`config.mk`:
```
export PLATFORM = sky130hd
export DESIGN_NAME = script_token_scanner
export DESIGN_NICKNAME = d
export VERILOG_FILES = /design/src/rtl/core/stscan_pkg.sv /design/src/rtl/core/stscan_step.sv /design/src/rtl/core/script_token_scanner.sv
export SDC_FILE = /design/constraint.sdc
export NUM_CORES = 1
export LEC_CHECK = 0
export BUFFER_PORTS_ARGS = -buffer_cell sky130_fd_sc_hd__buf_2
export CAP_MARGIN = 15
export CORE_ASPECT_RATIO = 2
export CORE_MARGIN = 3
export CORE_UTILIZATION = 35
export CTS_CLUSTER_SIZE = 25
export DETAILED_ROUTE_END_ITERATION = 8
export GPL_ROUTABILITY_DRIVEN = 1
export HOLD_SLACK_MARGIN = 0.03
export PLACE_DENSITY_LB_ADDON = 0.2
export SETUP_SLACK_MARGIN = 0.05
export SYNTH_ARGS = -nofsm -noshare
export SYNTH_HDL_FRONTEND = slang
export SYNTH_SLANG_ARGS = --single-unit
```
`constraint.sdc`:
```
create_clock -name i_clk -period 3.8 [get_ports i_clk]
set_input_delay 0.76 -clock i_clk [delete_from_list [all_inputs] [get_ports i_clk]]
set_output_delay 0.76 -clock i_clk [all_outputs]
set_load 0.05 [all_outputs]
```
`src/rtl/core/stscan_pkg.sv`:
```
// Shared types, token kind codes and character helpers for the script token scanner.
// No dependencies; used by stscan_step and script_token_scanner.
`timescale 1ns / 1ps

package stscan_pkg;

    typedef enum logic [1:0] {
        MODE_IDLE    = 2'd0,
        MODE_WORD    = 2'd1,
        MODE_COMMENT = 2'd2
    } t_mode;

    localparam logic [3:0] KIND_TEXT     = 4'd0;
    localparam logic [3:0] KIND_EOL      = 4'd1;
    localparam logic [3:0] KIND_CCLOSE   = 4'd2;
    localparam logic [3:0] KIND_EQUAL    = 4'd3;
    localparam logic [3:0] KIND_KEYWORD  = 4'd4;
    localparam logic [3:0] KIND_IDENT    = 4'd5;
    localparam logic [3:0] KIND_STRING   = 4'd6;
    localparam logic [3:0] KIND_LPAREN   = 4'd7;
    localparam logic [3:0] KIND_RPAREN   = 4'd8;
    localparam logic [3:0] KIND_LBRACKET = 4'd9;
    localparam logic [3:0] KIND_RBRACKET = 4'd10;
    localparam logic [3:0] KIND_COMMA    = 4'd11;
    localparam logic [3:0] KIND_END      = 4'd12;
    localparam logic [3:0] KIND_BAD      = 4'd13;

    localparam logic [4:0] KW_LEN      = 5'd6;
    localparam logic [4:0] LEN_MAX     = 5'd31;
    localparam logic [3:0] LIMIT_RESET = 4'd10;
    localparam logic [1:0] KM_ALL      = 2'b11;

    typedef struct packed {
        logic [3:0] kind;
        logic [7:0] text_byte;
        logic       last;
    } t_result;

    typedef struct packed {
        t_mode      mode;
        logic [4:0] len;
        logic [1:0] km;       // bit 0 "crypto", bit 1 "string"
        logic       started;
    } t_scan_state;

    function automatic logic is_alnum_star(input logic [7:0] c);
        is_alnum_star = (c >= "a" && c <= "z") || (c >= "A" && c <= "Z") ||
                        (c >= "0" && c <= "9") || (c == "*");
    endfunction

    function automatic logic [7:0] kw_crypto_char(input logic [2:0] pos);
        case (pos)
            3'd0:    kw_crypto_char = "c";
            3'd1:    kw_crypto_char = "r";
            3'd2:    kw_crypto_char = "y";
            3'd3:    kw_crypto_char = "p";
            3'd4:    kw_crypto_char = "t";
            3'd5:    kw_crypto_char = "o";
            default: kw_crypto_char = 8'h00;
        endcase
    endfunction

    function automatic logic [7:0] kw_string_char(input logic [2:0] pos);
        case (pos)
            3'd0:    kw_string_char = "s";
            3'd1:    kw_string_char = "t";
            3'd2:    kw_string_char = "r";
            3'd3:    kw_string_char = "i";
            3'd4:    kw_string_char = "n";
            3'd5:    kw_string_char = "g";
            default: kw_string_char = 8'h00;
        endcase
    endfunction

    // Keyword match bits after one more word byte at position pos.
    function automatic logic [1:0] kw_update(input logic [4:0] pos, input logic [1:0] km,
                                             input logic [7:0] c);
        logic [1:0] r;
        r = km;
        if (pos < KW_LEN) begin
            if (kw_crypto_char(pos[2:0]) != c) r[0] = 1'b0;
            if (kw_string_char(pos[2:0]) != c) r[1] = 1'b0;
        end else begin
            r = 2'b00;
        end
        kw_update = r;
    endfunction

endpackage

```
`src/rtl/core/stscan_step.sv`:
```
// Per-byte scan decision: next scanner state and up to two token results.
// Depends on stscan_pkg.
`timescale 1ns / 1ps

module stscan_step (
    input  logic [7:0]            i_ch,
    input  logic [3:0]            i_limit,
    input  stscan_pkg::t_scan_state i_state,
    output stscan_pkg::t_scan_state o_state,
    output logic [1:0]            o_count,
    output stscan_pkg::t_result   o_res0,
    output stscan_pkg::t_result   o_res1
);

    logic                    is_an;
    // idle-path result and state
    logic                    idl_has;
    logic [3:0]              idl_kind;
    logic [7:0]              idl_txt;
    stscan_pkg::t_scan_state idl_state;
    // result emitted before the idle path (word close or comment close)
    logic                    pre_has;
    logic [3:0]              pre_kind;
    logic                    use_idle;
    logic                    direct_has;
    stscan_pkg::t_result     direct_res;

    always_comb begin
        is_an = stscan_pkg::is_alnum_star(i_ch);

        // byte handled with no token open
        idl_has           = 1'b1;
        idl_kind          = stscan_pkg::KIND_BAD;
        idl_txt           = 8'h00;
        idl_state         = i_state;
        idl_state.mode    = stscan_pkg::MODE_IDLE;
        idl_state.started = 1'b1;
        if (i_ch == 8'h00) begin
            idl_has       = i_state.started;
            idl_kind      = stscan_pkg::KIND_END;
            idl_state.len = 5'd0;
            idl_state.km  = stscan_pkg::KM_ALL;
            idl_state.started = 1'b0;
        end else if (is_an) begin
            idl_kind       = stscan_pkg::KIND_TEXT;
            idl_txt        = i_ch;
            idl_state.mode = stscan_pkg::MODE_WORD;
            idl_state.len  = 5'd1;
            idl_state.km   = stscan_pkg::kw_update(5'd0, stscan_pkg::KM_ALL, i_ch);
        end else begin
            case (i_ch)
                8'h0A: idl_kind = stscan_pkg::KIND_EOL;
                ";", "/": begin
                    idl_kind       = stscan_pkg::KIND_TEXT;
                    idl_txt        = i_ch;
                    idl_state.mode = stscan_pkg::MODE_COMMENT;
                end
                " ", ".", 8'h09, 8'h0D: idl_has = 1'b0;
                "=": idl_kind = stscan_pkg::KIND_EQUAL;
                "(": idl_kind = stscan_pkg::KIND_LPAREN;
                ")": idl_kind = stscan_pkg::KIND_RPAREN;
                "[": idl_kind = stscan_pkg::KIND_LBRACKET;
                "]": idl_kind = stscan_pkg::KIND_RBRACKET;
                ",": idl_kind = stscan_pkg::KIND_COMMA;
                default: idl_txt = i_ch;
            endcase
        end

        pre_has    = 1'b0;
        pre_kind   = stscan_pkg::KIND_STRING;
        use_idle   = 1'b0;
        direct_has = 1'b0;
        direct_res = '{kind: stscan_pkg::KIND_TEXT, text_byte: i_ch, last: 1'b1};
        o_state    = i_state;

        case (i_state.mode)
            stscan_pkg::MODE_WORD: begin
                if (is_an || i_ch == "_" || i_ch == "-") begin
                    direct_has = 1'b1;
                    o_state.km = stscan_pkg::kw_update(i_state.len, i_state.km, i_ch);
                    if (i_state.len < stscan_pkg::LEN_MAX) o_state.len = i_state.len + 5'd1;
                end else if (i_ch != " ") begin
                    pre_has  = 1'b1;
                    use_idle = 1'b1;
                    if (i_state.len == stscan_pkg::KW_LEN && i_state.km != 2'b00)
                        pre_kind = stscan_pkg::KIND_KEYWORD;
                    else if (i_ch == "(" || (i_ch == "=" && i_state.len <= {1'b0, i_limit}))
                        pre_kind = stscan_pkg::KIND_IDENT;
                    else
                        pre_kind = stscan_pkg::KIND_STRING;
                end
            end
            stscan_pkg::MODE_COMMENT: begin
                if (i_ch != 8'h0A && i_ch != 8'h00) begin
                    direct_has = 1'b1;
                end else begin
                    pre_has  = 1'b1;
                    pre_kind = stscan_pkg::KIND_CCLOSE;
                    use_idle = 1'b1;
                end
            end
            default: use_idle = 1'b1;
        endcase

        if (use_idle) o_state = idl_state;

        o_count = 2'd0;
        o_res0  = direct_res;
        o_res1  = '{kind: idl_kind, text_byte: idl_txt, last: 1'b1};
        if (direct_has) begin
            o_count = 2'd1;
        end else if (pre_has) begin
            o_res0 = '{kind: pre_kind, text_byte: 8'h00, last: !(use_idle && idl_has)};
            o_count = (use_idle && idl_has) ? 2'd2 : 2'd1;
        end else if (use_idle && idl_has) begin
            o_res0  = '{kind: idl_kind, text_byte: idl_txt, last: 1'b1};
            o_count = 2'd1;
        end
    end

endmodule

```
`src/rtl/core/script_token_scanner.sv`:
```
// Top level of the script token scanner: state registers, config register, result queue.
// Depends on stscan_pkg and stscan_step.
`timescale 1ns / 1ps
//
//  channel   direction  signals                              beat
//  --------  ---------  -----------------------------------  ---------------------------
//  source    in         i_valid / o_ready, i_ch              one source byte
//  token     out        o_valid / i_ready, o_kind,           one token result
//                       o_text_byte, o_last
//  config    in         i_cfg_we, i_cfg_data                 ident_len_limit write
//
//  A source beat is decided in the cycle it is accepted: the scanner state updates at
//  that edge and its 0..2 results enter a 4-entry result queue, whose head drives the
//  token channel. One byte per cycle is taken while o_ready is high; o_ready drops when
//  the queue holds three or more results, so a byte that makes two results, or a stalled
//  token side, slows intake to the rate results leave.
//  Reset (synchronous, active low) empties the queue, returns the scanner to idle with
//  no source started and sets ident_len_limit to 10.
//
module script_token_scanner (
    input  logic       i_clk,
    input  logic       i_rst_n,
    // source bytes
    input  logic       i_valid,
    output logic       o_ready,
    input  logic [7:0] i_ch,
    // configuration
    input  logic       i_cfg_we,
    input  logic [3:0] i_cfg_data,
    // token results
    output logic       o_valid,
    input  logic       i_ready,
    output logic [3:0] o_kind,
    output logic [7:0] o_text_byte,
    output logic       o_last
);

    localparam int QDEPTH = 4;

    stscan_pkg::t_scan_state r_state, n_state;
    logic [3:0]              r_limit;
    stscan_pkg::t_result     r_q [QDEPTH];
    stscan_pkg::t_result     n_q [QDEPTH];
    logic [2:0]              r_cnt, n_cnt;

    stscan_pkg::t_scan_state step_state;
    logic [1:0]              step_count;
    stscan_pkg::t_result     step_res0, step_res1;

    logic                    in_acc;
    logic                    pop;
    logic [2:0]              base;

    stscan_step u_step (
        .i_ch    (i_ch),
        .i_limit (r_limit),
        .i_state (r_state),
        .o_state (step_state),
        .o_count (step_count),
        .o_res0  (step_res0),
        .o_res1  (step_res1)
    );

    // room for two more results regardless of the token side
    assign o_ready = (r_cnt <= 3'd2);
    assign in_acc  = i_valid && o_ready;
    assign o_valid = (r_cnt != 3'd0);
    assign pop     = o_valid && i_ready;

    assign o_kind      = r_q[0].kind;
    assign o_text_byte = r_q[0].text_byte;
    assign o_last      = r_q[0].last;

    always_comb begin
        n_state = in_acc ? step_state : r_state;
        base    = r_cnt - {2'b00, pop};
        // shift queue: head leaves at index 0, new results land behind the survivors
        for (int i = 0; i < QDEPTH; i++) begin
            if (pop && i < QDEPTH - 1) n_q[i] = r_q[i + 1];
            else                       n_q[i] = r_q[i];
            if (in_acc && step_count != 2'd0 && base == 3'(i)) n_q[i] = step_res0;
            if (in_acc && step_count == 2'd2 && base + 3'd1 == 3'(i)) n_q[i] = step_res1;
        end
        n_cnt = base + (in_acc ? {1'b0, step_count} : 3'd0);
    end

    always_ff @(posedge i_clk) begin
        if (!i_rst_n) begin
            r_state <= '{mode: stscan_pkg::MODE_IDLE, len: 5'd0,
                         km: stscan_pkg::KM_ALL, started: 1'b0};
            r_limit <= stscan_pkg::LIMIT_RESET;
            r_cnt   <= 3'd0;
        end else begin
            r_state <= n_state;
            r_cnt   <= n_cnt;
            if (i_cfg_we) r_limit <= i_cfg_data;
        end
    end

    // payload, no reset needed
    always_ff @(posedge i_clk) begin
        for (int i = 0; i < QDEPTH; i++) r_q[i] <= n_q[i];
    end

endmodule
```
==> flow_summary_export.csv <==
group,metric,value,unit
status,outcome,"complete, no violations",
cts,cts-root-buf,"clkbuf_16",
logic_synthesis,synth.avg_cell_area,9.44,µm²
logic_synthesis,synth.ff_latch_count,69,
routing,num_vias,3984,
floorplan,rows,58,
layout,instances_no_fill,712,
floorplan,chipHeight,167,µm
cts,cts_sinks,69,
logic_synthesis,ys_seq_area_share,41.2,%
setup_path,end_kind,"register",
logic_synthesis,yosysTopAreaCellShare,31.9,%
sta,slew_headroom,57.7,%
layout,fin_util,44.6,%
logic_synthesis,synth_area_leader_cell,"edfxtp_1",
power_and_ir_drop,power_switching,1.29,mW
logic_synthesis,ys_warn_count,0,
floorplan,core,12600,µm²
grt,antenna_found_initial,0,
worst_hold_path,hold_path_class,"register to register",
setup_path,critical-path-max-stage-delay,550,ps
routing,finalWirelength,12300,µm
power_and_ir_drop,p_comb_share,40.9,%
sta,rsz0062_at_grt,"false",
worst_hold_path,min_from,"r_q[3][0]",
place,dp_hpwl,10100,µm
logic_synthesis,yosysUniqueCellTypes,75,
setup_path,critPathRequiredTime,4000,ps
setup_path,path_cells,"buf_2 -> or4_4 -> nor4_1 -> a21o_1 -> a41oi_1 -> nor2_1 -> ha_4 -> nand2b_4 -> nor3_1 -> nand2_1 -> or3_1 -> o21ai_2 -> buf_4 -> a22o_1",
routing,vias_per_cell,5.60,
setup_path,critPathLaunchType,"input port",
layout,fin_nets,590,
grt,grt_pass1_vias,4166,
sta,tns,0,ps
setup_path,reg2reg_slack,500,ps
place,dp_cells,696,
power_and_ir_drop,pwr-share-clk,23.2,%
place,place_ws,-122,ps
layout,diodes,0,
sta,final-hold-violation-count,0,
logic_synthesis,syn-cell-area,4510,µm²
floorplan,start_util,35.8,%
floorplan,die_w,86.3,µm
routing,firstDrtPassIters,4,
floorplan,ioPinCount,32,
cts,clkTransAtPathRegs,60,ps
logic_synthesis,synth-edff-count,48,
sta,finalMaxSlewViolations,0,
power_and_ir_drop,power.total,3.52,mW
logic_synthesis,yosys_most_used_dff,"edfxtp_1",
routing,drcViolationCount,0,
setup_path,critPathKind,"input port to register",
sta,setup_viol,0,
setup_path,crit_start,"i_ch[4]",
logic_synthesis,synthCells,478,
logic_synthesis,async_flop_share,0,%
logic_synthesis,ys_top_cells_by_area,"edfxtp_1, dfxtp_1, ha_1",
setup_path,critPathArrivalTime,3810,ps
sta,clock.fmax,277,MHz
sta,setup_ws,196,ps
grt,overflow,0,
routing,drtIter0Drc,136,
cts,insertion_delay,330,ps
cts,tritoncts,"built",
cts,cts_made_buffers,9,
grt,grt_max_degree,19,
grt,grt_pass1_wl,20300,µm
sta,finalClockSkew,6.23,ps
power_and_ir_drop,power.density,626,nW/µm²
setup_path,critPathMaxFanout,7,
power_and_ir_drop,p_int,2.23,mW
floorplan,dieArea,14400,µm²
power_and_ir_drop,switching_share,36.6,%
power_and_ir_drop,seq_power_share,36.0,%
cts,htree_levels,3,
job,maxCapViolCount,0,
cts,cts_buffer_depth,2,
layout,area_delta_synth_final,24.6,%
routing,wl_per_cell,17.2,µm
setup_path,reg2reg_from,"r_cnt[2]",
sta,min_period_over_period,94.8,%
power_and_ir_drop,p_leak,2.24,nW
grt,gr-usage-all-layers,18.0,%
power_and_ir_drop,ir_drop,0.000419,V
place,port_buffers,31,
layout,layout-drive-gt1-share,26.2,%
cts,cts.repair.resized,0,
logic_synthesis,synth_nets,511,
sta,fin_crit,3600,ps
place,routabilityCongestion,0.903,
cts,post_cts_buffers,0,
setup_path,critical_path.slowest_cell,"or4_4",
routing,ant_nets,0,
sta,worst_slew_pin_slew,628,ps
cts,hold_buffers,0,
## power by group through the flow
stage / Sequential (mW) / Combinational (mW) / Clock [mW]
2_1_floorplan: 1.52 / 0.765 / 0
3_3_place_gp: 1.28 / 1.43 / 0
3_5_place_dp: 1.28 / 1.45 / 0
4_1_cts: 1.27 / 1.46 / 0.840
5_1_grt: 1.29 / 1.57 / 0.875
6_report: 1.27 / 1.44 / 0.817
## layout by cell type, fill, tap and decap left out, drive strengths merged, types with 5 or more instances in the layout
| cell type | n |
|---|---|
| nand2b | 5 |
| ha | 15 |
| nor2 | 36 |
| nand3 | 24 |
| and2 | 16 |
| o21ai | 29 |
| buf | 100 |
| a21oi | 28 |
| mux2i | 14 |
| nand2 | 35 |
| a22o | 21 |
| and3 | 6 |
| clkbuf | 10 |
| xnor2 | 10 |
| nor3 | 12 |
| o211ai | 12 |
| a21o | 6 |
| a31oi | 5 |
| nor2b | 6 |
| or3 | 8 |
| dfxtp | 21 |
| edfxtp | 48 |
| inv | 25 |
## cell usage after synthesis, types with 8 or more instances
| cell type | count |
|---|---|
| o211ai_1 | 11 |
| or3_1 | 8 |
| xnor2_1 | 10 |
| inv_1 | 25 |
| nand3_1 | 24 |
| a22o_1 | 21 |
| o21ai_0 | 23 |
| nor3_1 | 12 |
| edfxtp_1 | 48 |
| mux2i_1 | 13 |
| clkbuf_1 | 18 |
| ha_1 | 15 |
| nor2_1 | 32 |
| and2_1 | 14 |
| nand2_1 | 35 |
| dfxtp_1 | 21 |
| a21oi_1 | 28 |
## through the flow
stage               cell area (µm²)  hold slack [ps]
global placement               5330              463
global route                   5630              516
CTS                            5630              483
detailed placement             5330              466
floorplan                      4570              442
finish                         5630              484
## worst max-delay path, delay by kind of cell
family                     cells  cell delay, ps
and+or+nand+nor                7            1960
adders and majority gates      1             240
AOI/OAI and AO/OA              4             550
buffers and inverters          2             300
## area by class of cell
class | count | area [µm²]
fillers | 1265 | 7000
multi-input cells | 352 | 2470
flip-flops and latches | 69 | 1860
repair buffers | 100 | 723
clock buffers | 10 | 229
well taps | 150 | 188
inverters | 25 | 93.8
clock inverters | 6 | 63.8
## worst paths after layout
check | to | cells after the start
hold / removal | r_q[3][0] | 2
setup / recovery | r_q[0][3] | 14
setup reg to reg | r_q[0][3] | 15
hold reg to reg | r_q[3][0] | 2
## state kept, by name (all words and copies together), names as in the netlist
| name | count |
|---|---|
| r_q | 52 |
| r_state | 10 |
| r_limit | 4 |
| r_cnt | 3 |
## kinds of logic after synthesis
logic type	synth area share (%)
AOI/OAI and AO/OA	22.1
xor gates and xnor gates	2.72
adders and majority gates	4.60
buffers and inverters	5.40
DFF	41.2
muxes	3.69
and+or+nand+nor	20.3
## routing by layer
metal	global-route usage (%)	share of wire, %	vias up
met3	2.62	2.0	35
met5	0	0	-
li1	-	-	1939
met4	11.9	5.6	0
met2	35.3	59	80
met1	16.1	33	1930
No activity file was read; power rests on OpenSTA's default activity.
